--- src/hw/rtl/fcfe_pkg.sv ---
// Shared types, constants and helper functions for the cube face emitter.
package fcfe_pkg;

  localparam int MAX_LEVEL = 4;
  localparam int FRAC_BITS = 8;

  localparam int CELL_W    = 7;
  localparam int NBR_W     = CELL_W + 1;
  localparam int LVL_W     = 3;
  localparam int SIZE_W    = 24;
  localparam int POS_W     = 25;
  localparam int UV_W      = 17;
  localparam int FACE_W    = 3;
  localparam int CNT_W     = 22;
  localparam int GRID_W    = 10;
  localparam int CFG_IDX_W = 2;
  localparam int MUL_W     = NBR_W + SIZE_W;
  localparam int P2_W      = MUL_W + 2;
  localparam int DIV_W     = SIZE_W + 1;
  localparam int NUM_W     = DIV_W + UV_W;

  localparam int Q_DEPTH   = 4;
  localparam int Q_PTR_W   = 2;
  localparam int Q_CNT_W   = 3;

  // multiply-shift for exact division by 3 on 8-bit values
  localparam int DIV3_MUL   = 171;
  localparam int DIV3_SHIFT = 9;

  localparam logic [CFG_IDX_W-1:0] REG_LEVEL_COUNT = 2'd0;
  localparam logic [CFG_IDX_W-1:0] REG_SPONGE_SIZE = 2'd1;
  localparam logic [CFG_IDX_W-1:0] REG_CELL_SIZE   = 2'd2;

  localparam logic [LVL_W-1:0]  LEVEL_RESET  = 3'd3;
  localparam logic [SIZE_W-1:0] SPONGE_RESET = 24'd25600;
  localparam logic [SIZE_W-1:0] CELL_RESET   = 24'd948;

  localparam int NUM_FACES = 6;
  localparam logic [FACE_W-1:0] FACE_PX = 3'd0;
  localparam logic [FACE_W-1:0] FACE_NX = 3'd1;
  localparam logic [FACE_W-1:0] FACE_PY = 3'd2;
  localparam logic [FACE_W-1:0] FACE_NY = 3'd3;
  localparam logic [FACE_W-1:0] FACE_PZ = 3'd4;
  localparam logic [FACE_W-1:0] FACE_NZ = 3'd5;

  localparam logic [1:0] VTX_LAST = 2'd3;

  localparam longint POS_LIM_I = longint'(1) << (FRAC_BITS + 15);
  localparam logic signed [P2_W-1:0] POS_LIM = P2_W'(POS_LIM_I);
  localparam logic signed [P2_W-1:0] NEG_LIM = P2_W'(-POS_LIM_I);
  localparam logic [UV_W-1:0] UV_ONE = 17'h10000;

  typedef logic [NUM_FACES-1:0] face_mask_t;

  typedef struct packed {
    logic [CELL_W-1:0] cell_x;
    logic [CELL_W-1:0] cell_y;
    logic [CELL_W-1:0] cell_z;
    face_mask_t        faces;
    logic              new_mesh;
  } cell_entry_t;

  typedef struct packed {
    logic [CELL_W-1:0] cell_x;
    logic [CELL_W-1:0] cell_y;
    logic [CELL_W-1:0] cell_z;
    logic [FACE_W-1:0] face;
    logic [1:0]        corner_idx;
    logic [CNT_W-1:0]  vnum;
    logic              last;
  } vtx_job_t;

  // corner code: bit0 x high, bit1 y high, bit2 z high
  function automatic logic [2:0] corner_code(logic [FACE_W-1:0] face, logic [1:0] idx);
    logic [11:0] row;
    case (face)
      FACE_PX: row = {3'd7, 3'd5, 3'd1, 3'd3};
      FACE_NX: row = {3'd4, 3'd6, 3'd2, 3'd0};
      FACE_PY: row = {3'd6, 3'd7, 3'd3, 3'd2};
      FACE_NY: row = {3'd5, 3'd4, 3'd0, 3'd1};
      FACE_PZ: row = {3'd5, 3'd7, 3'd6, 3'd4};
      FACE_NZ: row = {3'd0, 3'd2, 3'd3, 3'd1};
      default: row = '0;
    endcase
    return row[idx*3 +: 3];
  endfunction

  // one flag per base-3 digit: digit equals 1
  function automatic logic [MAX_LEVEL-1:0] mid_digits(logic [NBR_W-1:0] val);
    logic [NBR_W-1:0]   v;
    logic [NBR_W-1:0]   q;
    logic [NBR_W-1:0]   r;
    logic [2*NBR_W-1:0] prod;
    logic [MAX_LEVEL-1:0] m;
    v = val;
    m = '0;
    for (int i = 0; i < MAX_LEVEL; i++) begin
      prod = (2*NBR_W)'(v) * (2*NBR_W)'(DIV3_MUL);
      q    = NBR_W'(prod >> DIV3_SHIFT);
      r    = v - (q + {q[NBR_W-2:0], 1'b0});
      m[i] = (r == NBR_W'(1));
      v    = q;
    end
    return m;
  endfunction

  function automatic logic [GRID_W-1:0] grid_side(logic [LVL_W-1:0] lv);
    logic [GRID_W-1:0] g;
    g = GRID_W'(1);
    for (int i = 0; i < MAX_LEVEL; i++) begin
      if (LVL_W'(i) < lv) g = g + {g[GRID_W-2:0], 1'b0};
    end
    return g;
  endfunction

  function automatic logic [MAX_LEVEL-1:0] level_mask(logic [LVL_W-1:0] lv);
    logic [MAX_LEVEL-1:0] m;
    for (int i = 0; i < MAX_LEVEL; i++) m[i] = (LVL_W'(i) < lv);
    return m;
  endfunction

  // solid unless two or more coordinates have a middle digit at the same active level
  function automatic logic cell_solid(logic [MAX_LEVEL-1:0] mx, logic [MAX_LEVEL-1:0] my,
                                      logic [MAX_LEVEL-1:0] mz, logic [MAX_LEVEL-1:0] lmask);
    return (((mx & my) | (my & mz) | (mx & mz)) & lmask) == '0;
  endfunction

endpackage

--- src/hw/rtl/fcfe_queue.sv ---
// Small cell queue between the front end and the vertex sequencer.
module fcfe_queue (
  input  logic                  clk,
  input  logic                  rst_n,
  input  logic                  push,
  input  fcfe_pkg::cell_entry_t wr_entry,
  output logic                  full,
  input  logic                  pop,
  output fcfe_pkg::cell_entry_t rd_entry,
  output logic                  empty
);

  fcfe_pkg::cell_entry_t             mem_r [fcfe_pkg::Q_DEPTH];
  logic [fcfe_pkg::Q_PTR_W-1:0]      wr_ptr_r, rd_ptr_r;
  logic [fcfe_pkg::Q_CNT_W-1:0]      count_r;
  logic                              do_push, do_pop;

  assign full     = (count_r == fcfe_pkg::Q_CNT_W'(fcfe_pkg::Q_DEPTH));
  assign empty    = (count_r == '0);
  assign do_push  = push && !full;
  assign do_pop   = pop && !empty;
  assign rd_entry = mem_r[rd_ptr_r];

  always_ff @(posedge clk) begin
    if (!rst_n) begin
      wr_ptr_r <= '0;
      rd_ptr_r <= '0;
      count_r  <= '0;
    end else begin
      if (do_push) wr_ptr_r <= wr_ptr_r + 1'b1;
      if (do_pop)  rd_ptr_r <= rd_ptr_r + 1'b1;
      if (do_push && !do_pop)      count_r <= count_r + 1'b1;
      else if (!do_push && do_pop) count_r <= count_r - 1'b1;
    end
  end

  always_ff @(posedge clk) begin
    if (do_push) mem_r[wr_ptr_r] <= wr_entry;
  end

endmodule

--- config.mk ---
export PLATFORM = sky130hd
export DESIGN_NAME = fcfe_queue
export DESIGN_NICKNAME = d
export VERILOG_FILES = /design/src/hw/rtl/fcfe_pkg.sv /design/src/hw/rtl/fcfe_queue.sv
export SDC_FILE = /design/constraint.sdc
export NUM_CORES = 1
export LEC_CHECK = 0
export ABC_AREA = 1
export CORE_MARGIN = 2
export CORE_UTILIZATION = 50
export CTS_BUF_LIST = sky130_fd_sc_hd__clkbuf_8
export CTS_CLUSTER_SIZE = 16
export DETAILED_ROUTE_END_ITERATION = 6
export DONT_BUFFER_PORTS = 1
export PLACE_DENSITY_LB_ADDON = 0.2
export SYNTH_ARGS = -nofsm -noshare
export SYNTH_HDL_FRONTEND = slang
export SYNTH_SLANG_ARGS = --single-unit
--- constraint.sdc ---
create_clock -name clk -period 2.9 [get_ports clk]
set_clock_uncertainty 0.15 [all_clocks]
set_input_delay 0.58 -clock clk [delete_from_list [all_inputs] [get_ports clk]]
set_output_delay 0.58 -clock clk [all_outputs]
set_load 0.05 [all_outputs]
# Word level (Yosys, flattened, before mapping)
# Memory sizes are Yosys's and may differ from the RTL's. A register that Yosys moved wholly into a read port is not among the register bits.
# Index checks and enable logic that the tools add are counted.
[word_totals]
regBits = 7
ramBits = 112
inputBits = 32
out_inout_bits = 30
word_cells = 25
mem_count = 1
[classes]
add_sub_neg = 4
eq_ne = 1
n_mux = 6
n_reduce_logical = 10
[mem_list]
columns = ["memory", "depth", "width", "read_ports", "rd_ports_with_merged_regs", "wr", "line_no", "rtl"]
rows = [
  ["mem_r", 4, 28, 1, 1, 1, "fcfe_queue.sv:13", "fcfe_pkg::cell_entry_t mem_r [fcfe_pkg::Q_DEPTH];"],
]
[ops]
columns = ["cell", "count"]
rows = [
  ["$mux W3", 2],
  ["$add A2 B1 Y2 const B", 2],
  ["$logic_and A1 B1 Y1", 4],
  ["$logic_not A1 Y1", 4],
  ["$mux W2", 2],
  ["$add A3 B1 Y3 const B", 1],
  ["$eq A3 B3 Y1 const B", 1],
  ["$logic_not A3 Y1", 1],
  ["$sub A3 B1 Y3 const B", 1],
  ["$mux W1", 2],
  ["$reduce_bool A2 Y1", 1],
]

# Logic depth before layout (Yosys ltp)
[logic_depth]
word_depth = 7
depth_mapped = 13
depth_no_buf = 13

# Least setup slack after synthesis
# No wires, ideal clock.
[synth_timing]
kind = "input -> register"
start = "input port push"
end = "memory mem_r[0][0] in the netlist's numbering (enable)"
setup_time_ns = 0.413
t_arrival_ns = 1.881
setup_slack_ns = 0.457
path_stages = 2
cell_sequence = "nand2_1 nor2_1"
[synth_via]
elab_chain_cells = 3
[synth_lines]
columns = ["element", "line_no", "rtl"]
rows = [
  ["start, declared", "fcfe_queue.sv:5", "input logic push,"],
  ["$logic_and A1 B1 Y1", "fcfe_queue.sv:20", "assign do_push = push && !full;"],
  ["$mux W1", "fcfe_queue.sv:38", "if (do_push) mem_r[wr_ptr_r] <= wr_entry;"],
  ["$mux W1 (implied by the code)", "fcfe_queue.sv:38", ""],
  ["end, declared", "fcfe_queue.sv:13", ""],
]
# Every way passes these cells.

==> reports/metrics.yaml <==
run_status:
  outcome: "complete, no violations"
final_layout:
  layout-drive-gt1-share_pct: 18.58
  final_cell_mix: "edfxtp_1, nor2_1, o21ai_0"
  nets: 418
  antenna_cells: 0
  area_delta_synth_final_pct: 16.80
  stdcell_count: 504
  final_common_cell: "edfxtp_1"
floorplan:
  rows: 35
  die_w_um: 100.3
  start_util_pct: 50.95
  core_um2: 9109
  chipHeight_um: 100.3
  die_area_um2: 10070
  ioPinCount: 62
clocking:
  holdBufCountCts: 0
  cts-htree-levels: 4
  cts_tree: "built"
  clk_path_buf_depth: 2
  ctsRootBufferMaster: "clkbuf_8"
  cts_inserted_buffers: 17
  cts.clk_slew.worst_paths_ns: 0.07
  clk_latency_ns: 0.42
  clkSinkCount: 121
setup_path:
  cp_max_fo: 23
  worstReg2RegStart: "count_r[1]"
  ff2ff_setup_slack_ns: 0.59
  worst_r2r_endpoint: "count_r[1]"
  reg2reg_depth: 9
  cp-end-kind: "primary output"
  cp.required_ns: 2.17
  crit_path_end: "rd_entry[1]"
  start_kind: "flip-flop"
  crit_arrival_ns: 1.98
  crit_type: "reg2out"
timing:
  drv_slew: 0
  rsz0062_at_grt: "no"
  timing.hold.ws_ns: 0.1045
  tightest_slew_ns: 0.5232
  setup_viol: 0
  finalCritPeriodShare_pct: 93.37
  hold_violations: 0
  slew_headroom_pct: 65.04
  max_freq_mhz: 369.3
  finalCriticalPeriod_ns: 2.708
  fin_setup_tns_ns: 0
flow_run:
  drv_cap: 0
power_and_ir_drop:
  power-per-cell-area_nw_per_um2: 1035
  swShare_pct: 36.78
  worst_ir_drop_vdd_v: 0.0006653
  leakage_nw: 1.913
  p_int_mw: 3.547
  power_frac_comb_pct: 32.9
  seq_power_share_pct: 39.5
  switchingPower_mw: 2.064
  clkPwrFrac_pct: 27.6
global_routing:
  grt_pass1_wl_um: 13070
  grt_max_degree: 29
  grt_usage_pct: 17.76
  antenna_found_initial: 0
  grt_overflow: 0
  grt_pass1_vias: 2656
detailed_routing:
  routed_via_density: 5.310
  dr.pass1.iters: 4
  drtIter0Drc: 197
  ant_nets: 0
  drt_wl_total_um: 8321
  vias: 2676
  drc: 0
  wl_per_cell_um: 16.51
placement:
  gp_congestion: 0.7133
  place_hpwl_um: 4865
  io_buffer_count: 0
  dp.cells: 472
yosys:
  synthesis.area_um2: 4641
  synth_seq_cells: 121
  syn_nets: 379
  synthCells: 341
  synth_cell_types: 20
  yosysSeqAreaShare_pct: 76.35
  yosys_warnings: 0
  syn_area_per_cell_um2: 13.61
hold_path:
  hp-class: "in2reg"
logic make-up (layout without fill, tap and decap cells):
family | count (synthesis) | in the layout | share of synthesized area (%)
adders and majority gates | 6 | 6 | 1.779
DFF | 121 | 121 | 76.35
buffers and inverters | 35 | 87 | 3.963
AOI/OAI and AO/OA | 88 | 88 | 10.25
xor gates and xnor gates | 1 | 1 | 0.1888
and+or+nand+nor | 90 | 90 | 7.468
worst min-delay path by stage:
stage,from,end,slack (ns),cells after the start
final,wr_entry[25],mem_r[0][25],0.10,0
after global routing,wr_entry[25],mem_r[0][25],0.07,0
after CTS,wr_entry[25],mem_r[0][25],0.07,0
after detailed placement,rd_ptr_r[1],flip-flop,0.34,2
after global placement,rd_ptr_r[0],rd_ptr_r[0],0.34,2
after floorplan,rd_ptr_r[1],flip-flop,0.31,2
power groups by stage:
stage	Sequential [mW]	Clock, mW	Combinational, mW
5_1_grt	2.24	1.65	1.99
2_1_floorplan	2.22	0	1.40
3_5_place_dp	2.25	0	1.86
3_3_place_gp	2.25	0	1.84
6_report	2.22	1.55	1.84
4_1_cts	2.22	1.58	1.86
state kept, by name, indices dropped and copies added, names as in the netlist, named ones only:
| signal | flops |
|---|---|
| count_r | 3 |
| mem_r | 112 |
| rd_ptr_r | 2 |
| wr_ptr_r | 2 |
layer usage:
layer	wire, um	part of all wire [%]	up-vias	global-route usage (%)
met5	0	0	-	0
met4	106	1.3	0	9.694
met3	620	7.5	6	6.685
met2	4189	50	81	28.81
met1	3405	41	1273	20.47
li1	-	-	1316	-
layout make-up:
cell class,instances,area [um^2]
Fill cell,723,3689
Sequential cell,121,3545
Multi-Input combinational cell,185,943.4
Timing Repair Buffer,37,302.8
Clock buffer,17,234.0
Clock inverter,15,185.2
Tap cell,111,138.9
Inverter,18,71.32
critical path, cell delays in order, from the launching register on:
cell     delay (ns)
dfxtp_2        0.63
buf_4          0.32
o21ai_0        0.12
o22ai_1        0.24
buf_4          0.24
repair_timing:
action	4_1_cts	5_1_grt
resized for setup	0	1
buffers inserted	0	0
endpoints found under the setup margin	0	21
metrics by stage:
step	power [mW]	util (%)	setup slack, ns	instance area (um^2)
after floorplan	3.621	-	0.4566	4641
after global placement	4.091	54.86	0.5338	4997
after detailed placement	4.116	54.86	0.5010	4997
after CTS	5.661	59.46	0.05389	5416
after global routing	5.876	59.51	0.08443	5420
final	5.611	59.51	0.1923	5420
synthesized netlist by cell type:
cell type / number / share of area, %
ha_1: 5 / 1.3
nand3_1: 4 / 0.43
buf_2: 3 / 0.32
o21ai_0: 42 / 4.5
fa_1: 1 / 0.43
a21oi_1: 3 / 0.32
o22ai_1: 28 / 3.8
inv_2: 1 / 0.081
edfxtp_1: 112 / 72
inv_1: 16 / 1.3
xor2_1: 1 / 0.19
clkinv_1: 1 / 0.081
buf_6: 6 / 1.5
nand3b_1: 1 / 0.16
o21ai_1: 15 / 1.6
dfxtp_1: 9 / 3.9
buf_4: 1 / 0.16
clkbuf_1: 7 / 0.57
nor2_1: 70 / 5.7
nand2_1: 15 / 1.2
Note: power is estimated with default switching activity, not from simulation.
