[config.mk]
export PLATFORM = sky130hd
export DESIGN_NAME = fcfe_seq
export DESIGN_NICKNAME = d
export VERILOG_FILES = /design/src/hw/rtl/fcfe_pkg.sv /design/src/hw/rtl/fcfe_seq.sv
export SDC_FILE = /design/constraint.sdc
export NUM_CORES = 1
export LEC_CHECK = 0
export BUFFER_PORTS_ARGS = -buffer_cell sky130_fd_sc_hd__buf_2
export CORE_UTILIZATION = 38
export CTS_BUF_LIST = sky130_fd_sc_hd__clkbuf_4 sky130_fd_sc_hd__clkbuf_8 sky130_fd_sc_hd__clkbuf_16
export DETAILED_ROUTE_END_ITERATION = 8
export HOLD_SLACK_MARGIN = 0.15
export PLACE_DENSITY = 0.74
export SKIP_CTS_REPAIR_TIMING = 1
export SYNTH_ARGS = -nofsm -noshare
export SYNTH_HDL_FRONTEND = slang
export SYNTH_SLANG_ARGS = --single-unit
[constraint.sdc]
create_clock -name clk -period 2.91 [get_ports clk]
set_clock_uncertainty 0.05 [all_clocks]
set_input_delay 0.1455 -clock clk [delete_from_list [all_inputs] [get_ports clk]]
set_output_delay 0.1455 -clock clk [all_outputs]
set_load 0.05 [all_outputs]
[src/hw/rtl/fcfe_pkg.sv]
// Shared types, constants and helper functions for the cube face emitter.
package fcfe_pkg;

  localparam int MAX_LEVEL = 4;
  localparam int FRAC_BITS = 8;

  localparam int CELL_W    = 7;
  localparam int NBR_W     = CELL_W + 1;
  localparam int LVL_W     = 3;
  localparam int SIZE_W    = 24;
  localparam int POS_W     = 25;
  localparam int UV_W      = 17;
  localparam int FACE_W    = 3;
  localparam int CNT_W     = 22;
  localparam int GRID_W    = 10;
  localparam int CFG_IDX_W = 2;
  localparam int MUL_W     = NBR_W + SIZE_W;
  localparam int P2_W      = MUL_W + 2;
  localparam int DIV_W     = SIZE_W + 1;
  localparam int NUM_W     = DIV_W + UV_W;

  localparam int Q_DEPTH   = 4;
  localparam int Q_PTR_W   = 2;
  localparam int Q_CNT_W   = 3;

  // multiply-shift for exact division by 3 on 8-bit values
  localparam int DIV3_MUL   = 171;
  localparam int DIV3_SHIFT = 9;

  localparam logic [CFG_IDX_W-1:0] REG_LEVEL_COUNT = 2'd0;
  localparam logic [CFG_IDX_W-1:0] REG_SPONGE_SIZE = 2'd1;
  localparam logic [CFG_IDX_W-1:0] REG_CELL_SIZE   = 2'd2;

  localparam logic [LVL_W-1:0]  LEVEL_RESET  = 3'd3;
  localparam logic [SIZE_W-1:0] SPONGE_RESET = 24'd25600;
  localparam logic [SIZE_W-1:0] CELL_RESET   = 24'd948;

  localparam int NUM_FACES = 6;
  localparam logic [FACE_W-1:0] FACE_PX = 3'd0;
  localparam logic [FACE_W-1:0] FACE_NX = 3'd1;
  localparam logic [FACE_W-1:0] FACE_PY = 3'd2;
  localparam logic [FACE_W-1:0] FACE_NY = 3'd3;
  localparam logic [FACE_W-1:0] FACE_PZ = 3'd4;
  localparam logic [FACE_W-1:0] FACE_NZ = 3'd5;

  localparam logic [1:0] VTX_LAST = 2'd3;

  localparam longint POS_LIM_I = longint'(1) << (FRAC_BITS + 15);
  localparam logic signed [P2_W-1:0] POS_LIM = P2_W'(POS_LIM_I);
  localparam logic signed [P2_W-1:0] NEG_LIM = P2_W'(-POS_LIM_I);
  localparam logic [UV_W-1:0] UV_ONE = 17'h10000;

  typedef logic [NUM_FACES-1:0] face_mask_t;

  typedef struct packed {
    logic [CELL_W-1:0] cell_x;
    logic [CELL_W-1:0] cell_y;
    logic [CELL_W-1:0] cell_z;
    face_mask_t        faces;
    logic              new_mesh;
  } cell_entry_t;

  typedef struct packed {
    logic [CELL_W-1:0] cell_x;
    logic [CELL_W-1:0] cell_y;
    logic [CELL_W-1:0] cell_z;
    logic [FACE_W-1:0] face;
    logic [1:0]        corner_idx;
    logic [CNT_W-1:0]  vnum;
    logic              last;
  } vtx_job_t;

  // corner code: bit0 x high, bit1 y high, bit2 z high
  function automatic logic [2:0] corner_code(logic [FACE_W-1:0] face, logic [1:0] idx);
    logic [11:0] row;
    case (face)
      FACE_PX: row = {3'd7, 3'd5, 3'd1, 3'd3};
      FACE_NX: row = {3'd4, 3'd6, 3'd2, 3'd0};
      FACE_PY: row = {3'd6, 3'd7, 3'd3, 3'd2};
      FACE_NY: row = {3'd5, 3'd4, 3'd0, 3'd1};
      FACE_PZ: row = {3'd5, 3'd7, 3'd6, 3'd4};
      FACE_NZ: row = {3'd0, 3'd2, 3'd3, 3'd1};
      default: row = '0;
    endcase
    return row[idx*3 +: 3];
  endfunction

  // one flag per base-3 digit: digit equals 1
  function automatic logic [MAX_LEVEL-1:0] mid_digits(logic [NBR_W-1:0] val);
    logic [NBR_W-1:0]   v;
    logic [NBR_W-1:0]   q;
    logic [NBR_W-1:0]   r;
    logic [2*NBR_W-1:0] prod;
    logic [MAX_LEVEL-1:0] m;
    v = val;
    m = '0;
    for (int i = 0; i < MAX_LEVEL; i++) begin
      prod = (2*NBR_W)'(v) * (2*NBR_W)'(DIV3_MUL);
      q    = NBR_W'(prod >> DIV3_SHIFT);
      r    = v - (q + {q[NBR_W-2:0], 1'b0});
      m[i] = (r == NBR_W'(1));
      v    = q;
    end
    return m;
  endfunction

  function automatic logic [GRID_W-1:0] grid_side(logic [LVL_W-1:0] lv);
    logic [GRID_W-1:0] g;
    g = GRID_W'(1);
    for (int i = 0; i < MAX_LEVEL; i++) begin
      if (LVL_W'(i) < lv) g = g + {g[GRID_W-2:0], 1'b0};
    end
    return g;
  endfunction

  function automatic logic [MAX_LEVEL-1:0] level_mask(logic [LVL_W-1:0] lv);
    logic [MAX_LEVEL-1:0] m;
    for (int i = 0; i < MAX_LEVEL; i++) m[i] = (LVL_W'(i) < lv);
    return m;
  endfunction

  // solid unless two or more coordinates have a middle digit at the same active level
  function automatic logic cell_solid(logic [MAX_LEVEL-1:0] mx, logic [MAX_LEVEL-1:0] my,
                                      logic [MAX_LEVEL-1:0] mz, logic [MAX_LEVEL-1:0] lmask);
    return (((mx & my) | (my & mz) | (mx & mz)) & lmask) == '0;
  endfunction

endpackage

[src/hw/rtl/fcfe_seq.sv]
// Vertex sequencer: walks the exposed faces of a queued cell, one vertex a cycle unless adv is low.
module fcfe_seq (
  input  logic                  clk,
  input  logic                  rst_n,
  input  logic                  adv,
  input  logic                  q_empty,
  input  fcfe_pkg::cell_entry_t q_entry,
  output logic                  q_pop,
  output logic                  job_valid,
  output fcfe_pkg::vtx_job_t    job
);

  logic                           cur_vld_r, cur_vld_nxt;
  logic [fcfe_pkg::CELL_W-1:0]    cx_r, cx_nxt, cy_r, cy_nxt, cz_r, cz_nxt;
  fcfe_pkg::face_mask_t           mask_r, mask_nxt, mask_left;
  logic [1:0]                     k_r, k_nxt;
  logic [fcfe_pkg::CNT_W-1:0]     cnt_r, cnt_nxt;
  logic [fcfe_pkg::FACE_W-1:0]    face;
  logic                           face_done, cell_done, load;

  // lowest pending face goes first
  always_comb begin
    face = '0;
    for (int f = fcfe_pkg::NUM_FACES - 1; f >= 0; f--) begin
      if (mask_r[f]) face = fcfe_pkg::FACE_W'(f);
    end
  end

  assign face_done = (k_r == fcfe_pkg::VTX_LAST);
  assign mask_left = face_done ? (mask_r & ~(fcfe_pkg::face_mask_t'(1) << face)) : mask_r;
  assign cell_done = face_done && (mask_left == '0);
  assign load      = !cur_vld_r || cell_done;
  assign q_pop     = adv && load && !q_empty;

  assign job_valid = cur_vld_r;
  assign job = '{cell_x: cx_r, cell_y: cy_r, cell_z: cz_r, face: face,
                 corner_idx: k_r, vnum: cnt_r, last: cell_done};

  always_comb begin
    cur_vld_nxt = cur_vld_r;
    cx_nxt      = cx_r;
    cy_nxt      = cy_r;
    cz_nxt      = cz_r;
    mask_nxt    = mask_r;
    k_nxt       = k_r;
    cnt_nxt     = cnt_r;
    if (adv) begin
      if (cur_vld_r) begin
        k_nxt       = k_r + 1'b1;
        mask_nxt    = mask_left;
        cnt_nxt     = cnt_r + 1'b1;
        cur_vld_nxt = !cell_done;
      end
      if (q_pop) begin
        cx_nxt      = q_entry.cell_x;
        cy_nxt      = q_entry.cell_y;
        cz_nxt      = q_entry.cell_z;
        mask_nxt    = q_entry.faces;
        k_nxt       = '0;
        cur_vld_nxt = (q_entry.faces != '0);
        if (q_entry.new_mesh) cnt_nxt = '0;
      end
    end
  end

  always_ff @(posedge clk) begin
    if (!rst_n) begin
      cur_vld_r <= 1'b0;
      mask_r    <= '0;
      k_r       <= '0;
      cnt_r     <= '0;
    end else begin
      cur_vld_r <= cur_vld_nxt;
      mask_r    <= mask_nxt;
      k_r       <= k_nxt;
      cnt_r     <= cnt_nxt;
    end
  end

  always_ff @(posedge clk) begin
    cx_r <= cx_nxt;
    cy_r <= cy_nxt;
    cz_r <= cz_nxt;
  end

endmodule

---- Yosys cells after proc, flatten, opt, wreduce, memory -nomap -nowiden ----
Cells that the tools add are included.
storage, ports and cells
  register bits after elaboration ......... 52
  input bits .............................. 32
  output and inout bits ................... 51
  word-level logic and storage cells ...... 41
operators by class
  add/sub/neg operators ................... 2
  eq/ne operators ......................... 1
  shift operators ......................... 1
  mux-type cells .......................... 16
  bitwise operators ....................... 2
  reductions and logical operators ........ 12
operators with widths
  kind                   count
  $mux 22                3
  $add 22x1->22 const B  1
  $mux 3                 6
  $mux 6                 3
  $and 6x6->6            1
  $logic_not 6->1        1
  $not 6->6              1
  $reduce_bool 6->1      1
  $shl 1x3->6 const A    1
  $mux 2                 2
  $reduce_and 2->1       2
  $logic_and 1x1->1      3
  $logic_not 1->1        3
  $add 2x1->2 const B    1
  $eq 2x2->1 const B     1
  $mux 1                 2
  $reduce_bool 2->1      1
  $logic_or 1x1->1       1

---- Depth between registers and ports, before layout ----
  word-level depth ........................ 17
  mapped depth ............................ 6

---- Worst setup path before layout ----
No wires, ideal clock.
  path kind ............................... reg2reg
  start point ............................. register k_r[0]
  end point ............................... register cx_r[0] (netlist bit) (enable)
  library setup time ...................... 412 ps
  data arrival time ....................... 3048 ps
  slack ................................... -600 ps
  stages on the path, launching flop included .. 5
  path through ............................ dfxtp_1 -> ha_1 -> or4b_2 -> a211o_1 -> a31oi_1
between the ends
  longest elaborated chain between the ends .. 8
ends and longest elaborated chain
  element                              RTL line        RTL
  from (decl)                          fcfe_seq.sv:16  logic [1:0] k_r, k_nxt;
  from (signal assigned)               fcfe_seq.sv:75  k_r <= k_nxt;
  $eq 2x2->1 (*)                       fcfe_seq.sv:29  assign face_done = (k_r == fcfe_pkg::VTX_LAST);
  $mux 6                               fcfe_seq.sv:30  assign mask_left = face_done ? (mask_r & ~(fcfe_pkg::face_mask_t'(1) << face)) : mask_r;
  $logic_not 6->1                      fcfe_seq.sv:31  assign cell_done = face_done && (mask_left == '0);
  $logic_and 1x1->1 (*)                fcfe_seq.sv:31
  $logic_or 1x1->1 (*)                 fcfe_seq.sv:32  assign load = !cur_vld_r || cell_done;
  $logic_and 1x1->1 (*) (2 in series)  fcfe_seq.sv:33  assign q_pop = adv && load && !q_empty;
  $reduce_and 2->1 (no line) (*)       -
  to (signal assigned)                 fcfe_seq.sv:81  cx_r <= cx_nxt;
  to (decl)                            fcfe_seq.sv:14  logic [fcfe_pkg::CELL_W-1:0] cx_r, cx_nxt, cy_r, cy_nxt, cz_r, cz_nxt;
Every way passes the cells marked *; elsewhere a longest branch is shown, timed or not.
A chain may end at the register's enable or synchronous reset.

---- Worst setup path after layout ----
  start point ............................. register k_r[0]
  end point ............................... output port q_pop
between the ends
  longest elaborated chain between the ends .. 7
ends and longest elaborated chain
  element                              RTL line        RTL
  $eq 2x2->1 (*)                       fcfe_seq.sv:29
  $mux 6                               fcfe_seq.sv:30
  $logic_not 6->1                      fcfe_seq.sv:31
  $logic_and 1x1->1 (*)                fcfe_seq.sv:31
  $logic_or 1x1->1 (*)                 fcfe_seq.sv:32
  $logic_and 1x1->1 (*) (2 in series)  fcfe_seq.sv:33
  to (decl)                            fcfe_seq.sv:8   output logic q_pop,
Marks and branches as above.

==> flow_summary.json <==
{
  "cp.arrival_ps": 2560,
  "synth-edff-count": 21,
  "outcome": "complete, no violations",
  "cts_buffers": 5,
  "crit_fanout": 6,
  "grt_pass1_wl_um": 8860,
  "maxCapViolCount": 0,
  "overflow": 0,
  "antenna_found_initial": 0,
  "clock.fmax_ghz": 0.362,
  "timing.setup.tns_ps": 0,
  "period_share_pct": 94.8,
  "cts_tree": "done",
  "synth_cell_types": 44,
  "die_area_um2": 6520,
  "fin_cells": 420,
  "clk_pin_slew_worst_paths_ps": 90,
  "fp.dieW_um": 80.7,
  "cp-start-kind": "flop",
  "gr-usage-all-layers_pct": 17.3,
  "final_layout_size_suffix_gt1_share_pct": 29.0,
  "cp-end-kind": "output pin",
  "synth_nets": 276,
  "fp.coreArea_um2": 5960,
  "async_flop_share_pct": 0,
  "setup-violations-final": 0,
  "rsz0062_at_grt": "no",
  "synthFlopType": "dfxtp_1",
  "cts_num_sinks": 52,
  "synth-seq-cells": 52,
  "nets": 378,
  "synth_area_leaders": "edfxtp_1, dfxtp_1, xnor2_1, o21ai_0, nor3_1",
  "ant_nets": 0,
  "synth_area_leader_cell": "edfxtp_1",
  "synthTopCellsByCount": "dfxtp_1, edfxtp_1, nand2_1",
  "p_per_area_nw_per_um2": 450,
  "cts_max_level": 2,
  "critPathKind": "flop to output pin",
  "worst_pin_slew_ps": 768,
  "routed-via-count": 2236,
  "numPortBuffers": 82,
  "max-slew-margin-rel_pct": 48.7,
  "die_y_um": 80.7,
  "place.gp.congestion": 0.906,
  "rows": 28,
  "ys_warn_count": 0,
  "netlist.area_leader.share_pct": 26.8,
  "syn2layout_area_growth_pct": 35.5,
  "boundaryPins": 83,
  "hold_viol": 0,
  "wl_per_cell_um": 13.9,
  "hp-class": "primary input to flop",
  "drc": 0,
  "total_power_w": 0.00144,
  "diodes": 0,
  "cts-root-buf": "clkbuf_8",
  "dr.pass1.iters": 4,
  "finalCriticalPeriod_ps": 2760,
  "syn-cell-area_um2": 2360,
  "p_leak_nw": 1.23,
  "drt_wl_total_um": 5830,
  "clk_path_buf_depth": 2,
  "grt_pass1_vias": 1895,
  "grt_max_degree": 24,
  "yosysSeqAreaShare_pct": 53.1,
  "syn_area_per_cell_um2": 9.74,
  "yosysMostFrequentCell": "dfxtp_1",
  "vdd_ir_drop_max_mv": 0.249,
  "slew_viol_final": 0,
  "insertion_delay_ps": 300,
  "syn_inst": 242,
  "post-place-cells": 388,
  "start_util_pct": 39.6,
  "via_per_inst": 5.32,
  "drt-initial-drc-count": 166,
  "cp_data_required_time_ps": 2710,
  "dp_hpwl_um": 4060
}
-- sequential cells by signal (all words and copies together) (netlist names) --
| name | flops |
|---|---|
| cnt_r | 22 |
| cx_r | 7 |
| cy_r | 7 |
| cz_r | 7 |
| job_valid | 1 |
| k_r | 2 |
| mask_r | 6 |
-- power breakdown --
| part | internal [W] | switching, W |
|---|---|---|
| logic | 0.0000731 | 0.000140 |
| registers | 0.000780 | 0.0000159 |
| clock network | 0.000205 | 0.000225 |
| total | 0.00106 | 0.000381 |
-- cell families (layout without fill, tap and decap cells) --
logic type,count (synthesis),count (layout),synth area share (%)
xor gates and xnor gates,13,13,4.83
and+or+nand+nor,93,93,20.6
DFF,52,52,53.1
buffers and inverters,25,128,4.51
adders and majority gates,2,2,1.06
AOI/OAI and AO/OA,57,57,15.9
-- worst max-delay path, stage by stage (launching register included) --
cell	delay (ps)
dfxtp_1	390
ha_1	250
or4b_2	620
a211o_1	440
a31oi_4	270
buf_2	300
-- layout make-up --
class                   count  area [µm²]
flip-flops and latches     52        1250
repair buffers            109         673
clock inverters             1        8.76
well taps                  75        93.8
multi-input cells         165        1030
fillers                   562        2760
inverters                  11        41.3
clock buffers               7        90.1
-- worst paths after layout --
kind,from,endpoint,slack [ps],cells past startpoint
worst max-delay path,k_r[0]$_SDFFE_PN0P_,q_pop,150,5
worst max register to register,k_r[0]$_SDFFE_PN0P_,cy_r[1]$_DFFE_PP_,340,5
worst min register to register,k_r[1]$_SDFFE_PN0P_,k_r[1]$_SDFFE_PN0P_,440,2
worst min-delay path,rst_n,mask_r[1]$_SDFFE_PN0P_,140,2
-- stage by stage --
stage	cell area, µm²	setup WS, ps	hold slack (ps)	utilization (%)
floorplan	2390	26.6	194	-
global placement	2850	462	279	47.9
detailed placement	2850	370	276	47.9
CTS	2950	168	-40.3	49.6
global route	3190	76.9	165	53.6
finish	3190	150	144	53.6
-- cell usage in the layout (no fill, tap or decap), drive strengths merged, types with 2 or more instances in the layout --
cell type / instances
nand2: 19
nand4: 7
nor2: 14
nor3: 17
edfxtp: 21
dlygate4sd3: 24
inv: 11
o311a: 2
o21ai: 18
ha: 2
o21a: 2
a21oi: 9
xnor2: 12
or4: 3
clkbuf: 7
nand3: 10
nor2b: 3
nor4: 5
buf: 85
or3: 7
nand2b: 3
dfxtp: 31
a31oi: 4
a211oi: 9
o22ai: 2
-- per-layer routing --
layer,vias to the layer above,global-route usage [%],part of all wire [%]
li1,1108,-,-
met1,1030,23.7,47
met2,92,27.6,45
met3,6,3.93,7.4
met4,0,4.11,0.84
met5,-,0,0
No activity file was read; power rests on OpenSTA's default activity.
