<file path="src/hw/rtl/fcfe_pkg.sv">
// Shared types, constants and helper functions for the cube face emitter.
package fcfe_pkg;

  localparam int MAX_LEVEL = 4;
  localparam int FRAC_BITS = 8;

  localparam int CELL_W    = 7;
  localparam int NBR_W     = CELL_W + 1;
  localparam int LVL_W     = 3;
  localparam int SIZE_W    = 24;
  localparam int POS_W     = 25;
  localparam int UV_W      = 17;
  localparam int FACE_W    = 3;
  localparam int CNT_W     = 22;
  localparam int GRID_W    = 10;
  localparam int CFG_IDX_W = 2;
  localparam int MUL_W     = NBR_W + SIZE_W;
  localparam int P2_W      = MUL_W + 2;
  localparam int DIV_W     = SIZE_W + 1;
  localparam int NUM_W     = DIV_W + UV_W;

  localparam int Q_DEPTH   = 4;
  localparam int Q_PTR_W   = 2;
  localparam int Q_CNT_W   = 3;

  // multiply-shift for exact division by 3 on 8-bit values
  localparam int DIV3_MUL   = 171;
  localparam int DIV3_SHIFT = 9;

  localparam logic [CFG_IDX_W-1:0] REG_LEVEL_COUNT = 2'd0;
  localparam logic [CFG_IDX_W-1:0] REG_SPONGE_SIZE = 2'd1;
  localparam logic [CFG_IDX_W-1:0] REG_CELL_SIZE   = 2'd2;

  localparam logic [LVL_W-1:0]  LEVEL_RESET  = 3'd3;
  localparam logic [SIZE_W-1:0] SPONGE_RESET = 24'd25600;
  localparam logic [SIZE_W-1:0] CELL_RESET   = 24'd948;

  localparam int NUM_FACES = 6;
  localparam logic [FACE_W-1:0] FACE_PX = 3'd0;
  localparam logic [FACE_W-1:0] FACE_NX = 3'd1;
  localparam logic [FACE_W-1:0] FACE_PY = 3'd2;
  localparam logic [FACE_W-1:0] FACE_NY = 3'd3;
  localparam logic [FACE_W-1:0] FACE_PZ = 3'd4;
  localparam logic [FACE_W-1:0] FACE_NZ = 3'd5;

  localparam logic [1:0] VTX_LAST = 2'd3;

  localparam longint POS_LIM_I = longint'(1) << (FRAC_BITS + 15);
  localparam logic signed [P2_W-1:0] POS_LIM = P2_W'(POS_LIM_I);
  localparam logic signed [P2_W-1:0] NEG_LIM = P2_W'(-POS_LIM_I);
  localparam logic [UV_W-1:0] UV_ONE = 17'h10000;

  typedef logic [NUM_FACES-1:0] face_mask_t;

  typedef struct packed {
    logic [CELL_W-1:0] cell_x;
    logic [CELL_W-1:0] cell_y;
    logic [CELL_W-1:0] cell_z;
    face_mask_t        faces;
    logic              new_mesh;
  } cell_entry_t;

  typedef struct packed {
    logic [CELL_W-1:0] cell_x;
    logic [CELL_W-1:0] cell_y;
    logic [CELL_W-1:0] cell_z;
    logic [FACE_W-1:0] face;
    logic [1:0]        corner_idx;
    logic [CNT_W-1:0]  vnum;
    logic              last;
  } vtx_job_t;

  // corner code: bit0 x high, bit1 y high, bit2 z high
  function automatic logic [2:0] corner_code(logic [FACE_W-1:0] face, logic [1:0] idx);
    logic [11:0] row;
    case (face)
      FACE_PX: row = {3'd7, 3'd5, 3'd1, 3'd3};
      FACE_NX: row = {3'd4, 3'd6, 3'd2, 3'd0};
      FACE_PY: row = {3'd6, 3'd7, 3'd3, 3'd2};
      FACE_NY: row = {3'd5, 3'd4, 3'd0, 3'd1};
      FACE_PZ: row = {3'd5, 3'd7, 3'd6, 3'd4};
      FACE_NZ: row = {3'd0, 3'd2, 3'd3, 3'd1};
      default: row = '0;
    endcase
    return row[idx*3 +: 3];
  endfunction

  // one flag per base-3 digit: digit equals 1
  function automatic logic [MAX_LEVEL-1:0] mid_digits(logic [NBR_W-1:0] val);
    logic [NBR_W-1:0]   v;
    logic [NBR_W-1:0]   q;
    logic [NBR_W-1:0]   r;
    logic [2*NBR_W-1:0] prod;
    logic [MAX_LEVEL-1:0] m;
    v = val;
    m = '0;
    for (int i = 0; i < MAX_LEVEL; i++) begin
      prod = (2*NBR_W)'(v) * (2*NBR_W)'(DIV3_MUL);
      q    = NBR_W'(prod >> DIV3_SHIFT);
      r    = v - (q + {q[NBR_W-2:0], 1'b0});
      m[i] = (r == NBR_W'(1));
      v    = q;
    end
    return m;
  endfunction

  function automatic logic [GRID_W-1:0] grid_side(logic [LVL_W-1:0] lv);
    logic [GRID_W-1:0] g;
    g = GRID_W'(1);
    for (int i = 0; i < MAX_LEVEL; i++) begin
      if (LVL_W'(i) < lv) g = g + {g[GRID_W-2:0], 1'b0};
    end
    return g;
  endfunction

  function automatic logic [MAX_LEVEL-1:0] level_mask(logic [LVL_W-1:0] lv);
    logic [MAX_LEVEL-1:0] m;
    for (int i = 0; i < MAX_LEVEL; i++) m[i] = (LVL_W'(i) < lv);
    return m;
  endfunction

  // solid unless two or more coordinates have a middle digit at the same active level
  function automatic logic cell_solid(logic [MAX_LEVEL-1:0] mx, logic [MAX_LEVEL-1:0] my,
                                      logic [MAX_LEVEL-1:0] mz, logic [MAX_LEVEL-1:0] lmask);
    return (((mx & my) | (my & mz) | (mx & mz)) & lmask) == '0;
  endfunction

endpackage

</file>
<file path="src/hw/rtl/fcfe_front.sv">
// Front end: classifies an incoming cell and works out its exposed faces.
module fcfe_front (
  input  logic                                 accept,
  input  logic [fcfe_pkg::CELL_W-1:0]          cell_x,
  input  logic [fcfe_pkg::CELL_W-1:0]          cell_y,
  input  logic [fcfe_pkg::CELL_W-1:0]          cell_z,
  input  logic                                 new_mesh,
  input  logic [fcfe_pkg::LVL_W-1:0]           level_count,
  output logic                                 q_push,
  output fcfe_pkg::cell_entry_t                q_entry
);

  logic [fcfe_pkg::LVL_W-1:0]     lv;
  logic [fcfe_pkg::GRID_W-1:0]    grid;
  logic [fcfe_pkg::MAX_LEVEL-1:0] lmask;
  logic [fcfe_pkg::NBR_W-1:0]     x0, y0, z0, xp, yp, zp, xm, ym, zm;
  logic [fcfe_pkg::MAX_LEVEL-1:0] mx, my, mz, mxp, myp, mzp, mxm, mym, mzm;
  logic                           in_grid, solid;
  fcfe_pkg::face_mask_t           exposed, faces;

  assign lv = (level_count > fcfe_pkg::LVL_W'(fcfe_pkg::MAX_LEVEL)) ?
              fcfe_pkg::LVL_W'(fcfe_pkg::MAX_LEVEL) : level_count;
  assign grid  = fcfe_pkg::grid_side(lv);
  assign lmask = fcfe_pkg::level_mask(lv);

  assign x0 = fcfe_pkg::NBR_W'(cell_x);
  assign y0 = fcfe_pkg::NBR_W'(cell_y);
  assign z0 = fcfe_pkg::NBR_W'(cell_z);
  assign xp = x0 + 1'b1;
  assign yp = y0 + 1'b1;
  assign zp = z0 + 1'b1;
  assign xm = x0 - 1'b1;
  assign ym = y0 - 1'b1;
  assign zm = z0 - 1'b1;

  assign mx  = fcfe_pkg::mid_digits(x0);
  assign my  = fcfe_pkg::mid_digits(y0);
  assign mz  = fcfe_pkg::mid_digits(z0);
  assign mxp = fcfe_pkg::mid_digits(xp);
  assign myp = fcfe_pkg::mid_digits(yp);
  assign mzp = fcfe_pkg::mid_digits(zp);
  assign mxm = fcfe_pkg::mid_digits(xm);
  assign mym = fcfe_pkg::mid_digits(ym);
  assign mzm = fcfe_pkg::mid_digits(zm);

  assign in_grid = (fcfe_pkg::GRID_W'(x0) < grid) && (fcfe_pkg::GRID_W'(y0) < grid) &&
                   (fcfe_pkg::GRID_W'(z0) < grid);
  assign solid   = fcfe_pkg::cell_solid(mx, my, mz, lmask);

  // a face is exposed when its neighbor is off the grid or hollow
  always_comb begin
    exposed = '0;
    exposed[fcfe_pkg::FACE_PX] = (fcfe_pkg::GRID_W'(xp) >= grid) ||
                                 !fcfe_pkg::cell_solid(mxp, my, mz, lmask);
    exposed[fcfe_pkg::FACE_NX] = (cell_x == '0) || !fcfe_pkg::cell_solid(mxm, my, mz, lmask);
    exposed[fcfe_pkg::FACE_PY] = (fcfe_pkg::GRID_W'(yp) >= grid) ||
                                 !fcfe_pkg::cell_solid(mx, myp, mz, lmask);
    exposed[fcfe_pkg::FACE_NY] = (cell_y == '0) || !fcfe_pkg::cell_solid(mx, mym, mz, lmask);
    exposed[fcfe_pkg::FACE_PZ] = (fcfe_pkg::GRID_W'(zp) >= grid) ||
                                 !fcfe_pkg::cell_solid(mx, my, mzp, lmask);
    exposed[fcfe_pkg::FACE_NZ] = (cell_z == '0) || !fcfe_pkg::cell_solid(mx, my, mzm, lmask);
  end

  assign faces = (in_grid && solid) ? exposed : '0;

  // items with nothing to emit only matter when they restart the count
  assign q_push = accept && ((faces != '0) || new_mesh);
  assign q_entry = '{cell_x: cell_x, cell_y: cell_y, cell_z: cell_z,
                     faces: faces, new_mesh: new_mesh};

endmodule

</file>
<file path="config.mk">
export PLATFORM = sky130hd
export DESIGN_NAME = fcfe_front
export DESIGN_NICKNAME = d
export VERILOG_FILES = /design/src/hw/rtl/fcfe_pkg.sv /design/src/hw/rtl/fcfe_front.sv
export SDC_FILE = /design/constraint.sdc
export NUM_CORES = 1
export LEC_CHECK = 0
export BUFFER_PORTS_ARGS = -buffer_cell sky130_fd_sc_hd__buf_2
export CELL_PAD_IN_SITES_DETAIL_PLACEMENT = 1
export CELL_PAD_IN_SITES_GLOBAL_PLACEMENT = 1
export CORE_ASPECT_RATIO = 0.6
export CORE_MARGIN = 5
export CORE_UTILIZATION = 55
export DETAILED_ROUTE_END_ITERATION = 12
export PLACE_DENSITY_LB_ADDON = 0.2
export SYNTH_ARGS = -nofsm -noshare
export SYNTH_HDL_FRONTEND = slang
export SYNTH_SLANG_ARGS = --single-unit
export TNS_END_PERCENT = 10
</file>
<file path="constraint.sdc">
create_clock -name vclk -period 46.7
set_input_delay 9.34 -clock vclk [all_inputs]
set_output_delay 9.34 -clock vclk [all_outputs]
set_load 0.1 [all_outputs]
</file>
# [After elaboration in Yosys (flattened, before gate mapping)]
# Index checks and enable logic that the tools add are counted.
[op_classes] n_reduce_logical=28 n_shift=0 multipliers=36 bitwise_logic=36 muxes=6 n_addsub=81 order_cmp=11 div_mod_pow=0 n_eq_ne=36
[op_table] operator="$eq A8 B1 Y1 const B" count=36
[op_table] operator="$mul A7 B8 Y15 const B" count=9
[op_table] operator="$mul A6 B8 Y14 const B" count=9
[op_table] operator="$mul A5 B8 Y13 const B" count=9
[op_table] operator="$mul A8 B8 Y16 const B" count=6
[op_table] operator="$and A4 B4 Y4" count=22
[op_table] operator="$add A6 B7 Y8" count=9
[op_table] operator="$sub A6 B7 Y8" count=9
[op_table] operator="$sub A7 B8 Y8" count=9
[op_table] operator="$add A5 B6 Y7" count=9
[op_table] operator="$sub A5 B6 Y7" count=9
[op_table] operator="$or A4 B4 Y4" count=14
[op_table] operator="$add A4 B5 Y6" count=9
[op_table] operator="$add A7 B8 Y8" count=6
[op_table] operator="$sub A8 B8 Y8" count=6
[op_table] operator="$mul A4 B8 Y12 const B" count=3
[op_table] operator="$add A10 B10 Y10" count=3
[op_table] operator="$ge A8 B10 Y1" count=3
[op_table] operator="$lt A7 B10 Y1" count=3
[op_table] operator="$mux W10" count=3
[op_table] operator="$logic_not A4 Y1" count=7
[op_table] operator="$add A7 B1 Y8 const B" count=3
[op_table] operator="$sub A7 B1 Y8 const B" count=3
[op_table] operator="$logic_not A7 Y1" count=3
[op_table] operator="12 further kinds" count=32
[totals] register_bits=0 rom_bits=0 word_cells=234 latch_bits=0 ram_bits=0 n_memories=0

# [Depth between registers and ports, before layout]
[logic_depth] ltp_word=19 depth_mapped=80 mapped_depth_nobuf=80

# [Least setup slack after synthesis]
# OpenSTA, ideal clock, no wires.
[synth_path] kind="input -> output" startpoint="input cell_z[0] (netlist name)" endpoint="output q_push" t_arrival_ns=26.320 setup_slack_ns=11.040 required_ns=37.360 cell_stages=72 n_path_buf=0 cell_sequence="inv_1 -> ha_1 -> ha_1 -> inv_1 -> fa_1 -> inv_1 -> fa_1 -> fa_1 -> ha_1 -> nand3_1 -> a211oi_1 -> o21ai_0 -> nor2b_1 -> nor2b_1 -> nor2_1 -> nor2b_1 -> o21a_1 -> nor2_1 -> [36 not listed] -> ha_1 -> nor3b_1 -> o21a_1 -> o21a_1 -> o21a_1 -> a21oi_1 -> xnor2_1 -> fa_1 -> inv_1 -> ha_1 -> nor2b_1 -> o21a_1 -> o31ai_1 -> o2111ai_1 -> o311ai_0 -> a211oi_1 -> and4_1 -> a31oi_1"
[synth_between] elab_chain_cells=19
[synth_rtl] element="from (decl)" line_no="fcfe_front.sv:6" rtl="input logic [fcfe_pkg::CELL_W-1:0] cell_z,"
[synth_rtl] element="$add A7 B1 Y8 / $sub A7 B1 Y8 (equally long branches)" line_no="fcfe_front.sv:31, fcfe_front.sv:34"
[synth_rtl] element="$mul A8 B8 Y16" line_no="fcfe_pkg.sv:98" rtl="prod = (2*NBR_W)'(v) * (2*NBR_W)'(DIV3_MUL);"
[synth_rtl] element="$mul A7 B8 Y15" line_no="fcfe_pkg.sv:98"
[synth_rtl] element="$mul A6 B8 Y14" line_no="fcfe_pkg.sv:98"
[synth_rtl] element="$mul A5 B8 Y13" line_no="fcfe_pkg.sv:98"
[synth_rtl] element="$add A4 B5 Y6" line_no="fcfe_pkg.sv:100" rtl="r = v - (q + {q[NBR_W-2:0], 1'b0});"
[synth_rtl] element="$sub A5 B6 Y7" line_no="fcfe_pkg.sv:100"
[synth_rtl] element="$eq A8 B1 Y1" line_no="fcfe_pkg.sv:101" rtl="m[i] = (r == NBR_W'(1));"
[synth_rtl] element="[3 not listed]"
[synth_rtl] element="$and A4 B4 Y4" line_no="fcfe_pkg.sv:125" rtl="return (((mx & my) | (my & mz) | (mx & mz)) & lmask) == '0;"
[synth_rtl] element="$logic_not A4 Y1" line_no="fcfe_pkg.sv:125"
[synth_rtl] element="$logic_not A1 Y1 (on tied branches)" line_no="fcfe_front.sv:60, fcfe_front.sv:61"
[synth_rtl] element="$logic_or A1 B1 Y1 (on tied branches)" line_no="fcfe_front.sv:59, fcfe_front.sv:61"
[synth_rtl] element="$mux W6 *" line_no="fcfe_front.sv:64" rtl="assign faces = (in_grid && solid) ? exposed : '0;"
[synth_rtl] element="$reduce_bool A6 Y1 *" line_no="fcfe_front.sv:67" rtl="assign q_push = accept && ((faces != '0) || new_mesh);"
[synth_rtl] element="$logic_or A1 B1 Y1 *" line_no="fcfe_front.sv:67"
[synth_rtl] element="$logic_and A1 B1 Y1 *" line_no="fcfe_front.sv:67"
[synth_rtl] element="to (decl)" line_no="fcfe_front.sv:9" rtl="output logic q_push,"
# Every way passes the cells marked *; elsewhere a longest branch is shown, timed or not.

# [Final worst setup path]
[layout_path] startpoint="input cell_y[0] (netlist name)" endpoint="output q_push"
[layout_between] elab_chain_cells=19
[layout_rtl] element="from (decl)" line_no="fcfe_front.sv:5" rtl="input logic [fcfe_pkg::CELL_W-1:0] cell_y,"
[layout_rtl] element="$add A7 B1 Y8 / $sub A7 B1 Y8 (equally long branches)" line_no="fcfe_front.sv:30, fcfe_front.sv:33"
[layout_rtl] element="$mul A8 B8 Y16" line_no="fcfe_pkg.sv:98"
[layout_rtl] element="$mul A7 B8 Y15" line_no="fcfe_pkg.sv:98"
[layout_rtl] element="$mul A6 B8 Y14" line_no="fcfe_pkg.sv:98"
[layout_rtl] element="$mul A5 B8 Y13" line_no="fcfe_pkg.sv:98"
[layout_rtl] element="$add A4 B5 Y6" line_no="fcfe_pkg.sv:100"
[layout_rtl] element="$sub A5 B6 Y7" line_no="fcfe_pkg.sv:100"
[layout_rtl] element="$eq A8 B1 Y1" line_no="fcfe_pkg.sv:101"
[layout_rtl] element="[3 not listed]"
[layout_rtl] element="$and A4 B4 Y4" line_no="fcfe_pkg.sv:125"
[layout_rtl] element="$logic_not A4 Y1" line_no="fcfe_pkg.sv:125"
[layout_rtl] element="$logic_not A1 Y1 (on tied branches)" line_no="fcfe_front.sv:57, fcfe_front.sv:58"
[layout_rtl] element="$logic_or A1 B1 Y1 (on tied branches)" line_no="fcfe_front.sv:56, fcfe_front.sv:58"
[layout_rtl] element="$mux W6 *" line_no="fcfe_front.sv:64"
[layout_rtl] element="$reduce_bool A6 Y1 *" line_no="fcfe_front.sv:67"
[layout_rtl] element="$logic_or A1 B1 Y1 *" line_no="fcfe_front.sv:67"
[layout_rtl] element="$logic_and A1 B1 Y1 *" line_no="fcfe_front.sv:67"
# Marked as above.

==> impl_metrics.ini <==
[min_path]
hp-class = input pin to output pin
min_from = new_mesh

[placement]
portBuffers = 55
hpwlAfterDp_mm = 97.8
gp_congestion = 0.875
preCtsSetupSlack_ps = 8970

[grt]
grt_max_degree = 16
grt_pass1_wl_mm = 181
antenna_found_initial = 11
track_usage_pct = 27.5
grt_overflow_total = 0
grt_pass1_vias = 35100

[timing]
holdWs_ps = 19100
fmax_mhz = 26.6
max_slew_margin_pct = 14.6
worst_slack_ps = 9120
drv_slew = 0
setup_viol_count_final = 0
setup_tns_ps = 0
period_needed_ps = 37580
rsz0062_at_grt = false
fin_crit_sh_pct = 80.5
worst_slew_pin_slew_ps = 1270
hold_viol_final = 0

[drt]
drt_iter0_drc = 1519
wl_per_cell_um = 19.2
wirelength_mm = 107
dr.pass1.iters = 5
route.detailed.drc = 0
via_per_inst = 5.66
antenna_left = 0
routed-via-count = 31700

[run]
cap_violations = 0

[synth]
yosysWarnings = 0
ys_seq_area_share_pct = 0
synth_cells = 4554
netlist_area_um2 = 40200
avgSynthCellArea_um2 = 8.84
synth_cell_type_count = 83

[finish]
nets = 6382
ff_latch_area_um2 = 0
areaGrowthSynthToFinish_pct = 3.88
drive_above_1_share_pct = 3.07
mostFrequentLayoutCell = ha_1
final_cell_mix = ha_1, inv_1, fa_1, a21oi_1, nor2_1
n_sequential_cell = 0
nClkBuffers = 0

[status]
status = complete, no violations

[critical_path]
slowest_stage = xnor2_1
crit_top_cell = ha_1
worstSetupEndpointType = output pin
cp_max_fo = 11
crit_type = input pin to output pin
cp.required_ps = 37360
crit_start = cell_y[0]
timing.critical_path.buf_inv = 10
startpoint_type = input pin
cp_slowest_stage_delay_ps = 780
cp_top_family = adder cells
crit_arrival_ps = 28240

[floorplanning]
boundaryPins = 55
die_h_um = 220
die_w_um = 359
die_area_um2 = 78800
num_rows = 76
start_util_pct = 55.8
core_um2 = 72100

[cts]
cts_hold_buf = 0
post-cts-setup-buffer-count = 0
cts.repair.resized = 0
## cell usage after synthesis, drive strengths merged (8+ instances only)
cell type | n | area (um^2)
o21ai | 138 | 691
o21bai | 39 | 293
mux2i | 21 | 210
nand2 | 145 | 544
a21oi | 197 | 986
a211o | 8 | 70.1
nand3b | 8 | 60.1
buf | 22 | 165
a21o | 87 | 653
xor2 | 128 | 1120
fa | 367 | 7350
and2 | 19 | 119
or3 | 11 | 68.8
o221ai | 9 | 78.8
nand4 | 41 | 257
ha | 1369 | 17100
nand2b | 47 | 294
xnor2 | 190 | 1660
nor2b | 62 | 388
nor3 | 73 | 365
and3 | 15 | 93.8
nor2 | 196 | 738
nand3 | 45 | 225
o21a | 47 | 353
a41oi | 9 | 78.8
or2 | 34 | 213
o211ai | 26 | 195
o2111ai | 15 | 149
inv | 933 | 3500
nor3b | 17 | 128
a31oi | 23 | 144
a21boi | 17 | 128
nor4 | 23 | 144
a2111oi | 15 | 144
a211oi | 26 | 195
## per-stage QoR
stage	cell area, um^2	util (%)	std cells
after floorplan	40300	-	4562
after global placement	41800	58.0	5593
after detailed placement	41800	58.0	5593
after CTS	41800	58.0	5593
after global routing	41800	58.0	5594
final	41800	58.0	5599
## final timing paths
path                         end  depth (start not counted)  slack, ps
worst max-delay path      q_push                         74       9120
worst min-delay path  q_entry[0]                          2      19100
## layout make-up
cell class / instances / area [um^2]
timing repair buffer: 82 / 478
fill: 8709 / 30300
inverter: 933 / 3500
tap: 975 / 1220
multi-input combinational: 3603 / 36600
antenna: 6 / 15.0
## routing by layer
layer | track usage, % | vias up | routed length (um)
met3 | 3.79 | 96 | 5730
met1 | 40.9 | 15500 | 55100
met5 | 0 | - | 60
met4 | 3.13 | 10 | 1430
li1 | - | 15700 | -
met2 | 43.9 | 454 | 45100
## kinds of logic (layout without fill, tap and decap cells)
family                   count (synthesis)  count (layout)  share of synthesized area (%)
other                                    1              15                        0.00932
adder cells (fa/ha/maj)               1740            1740                           60.9
XOR/XNOR                               325             325                           7.32
AND/OR/NAND/NOR                        767             767                           9.75
AO/OA/AOI/OAI                          736             736                           12.2
buffers and inverters                  959            1015                           9.15
multiplexers                            26              26                          0.662
Power is not shown: default switching activity piles up to over one toggle a cycle in this logic, so the estimate is an artifact.
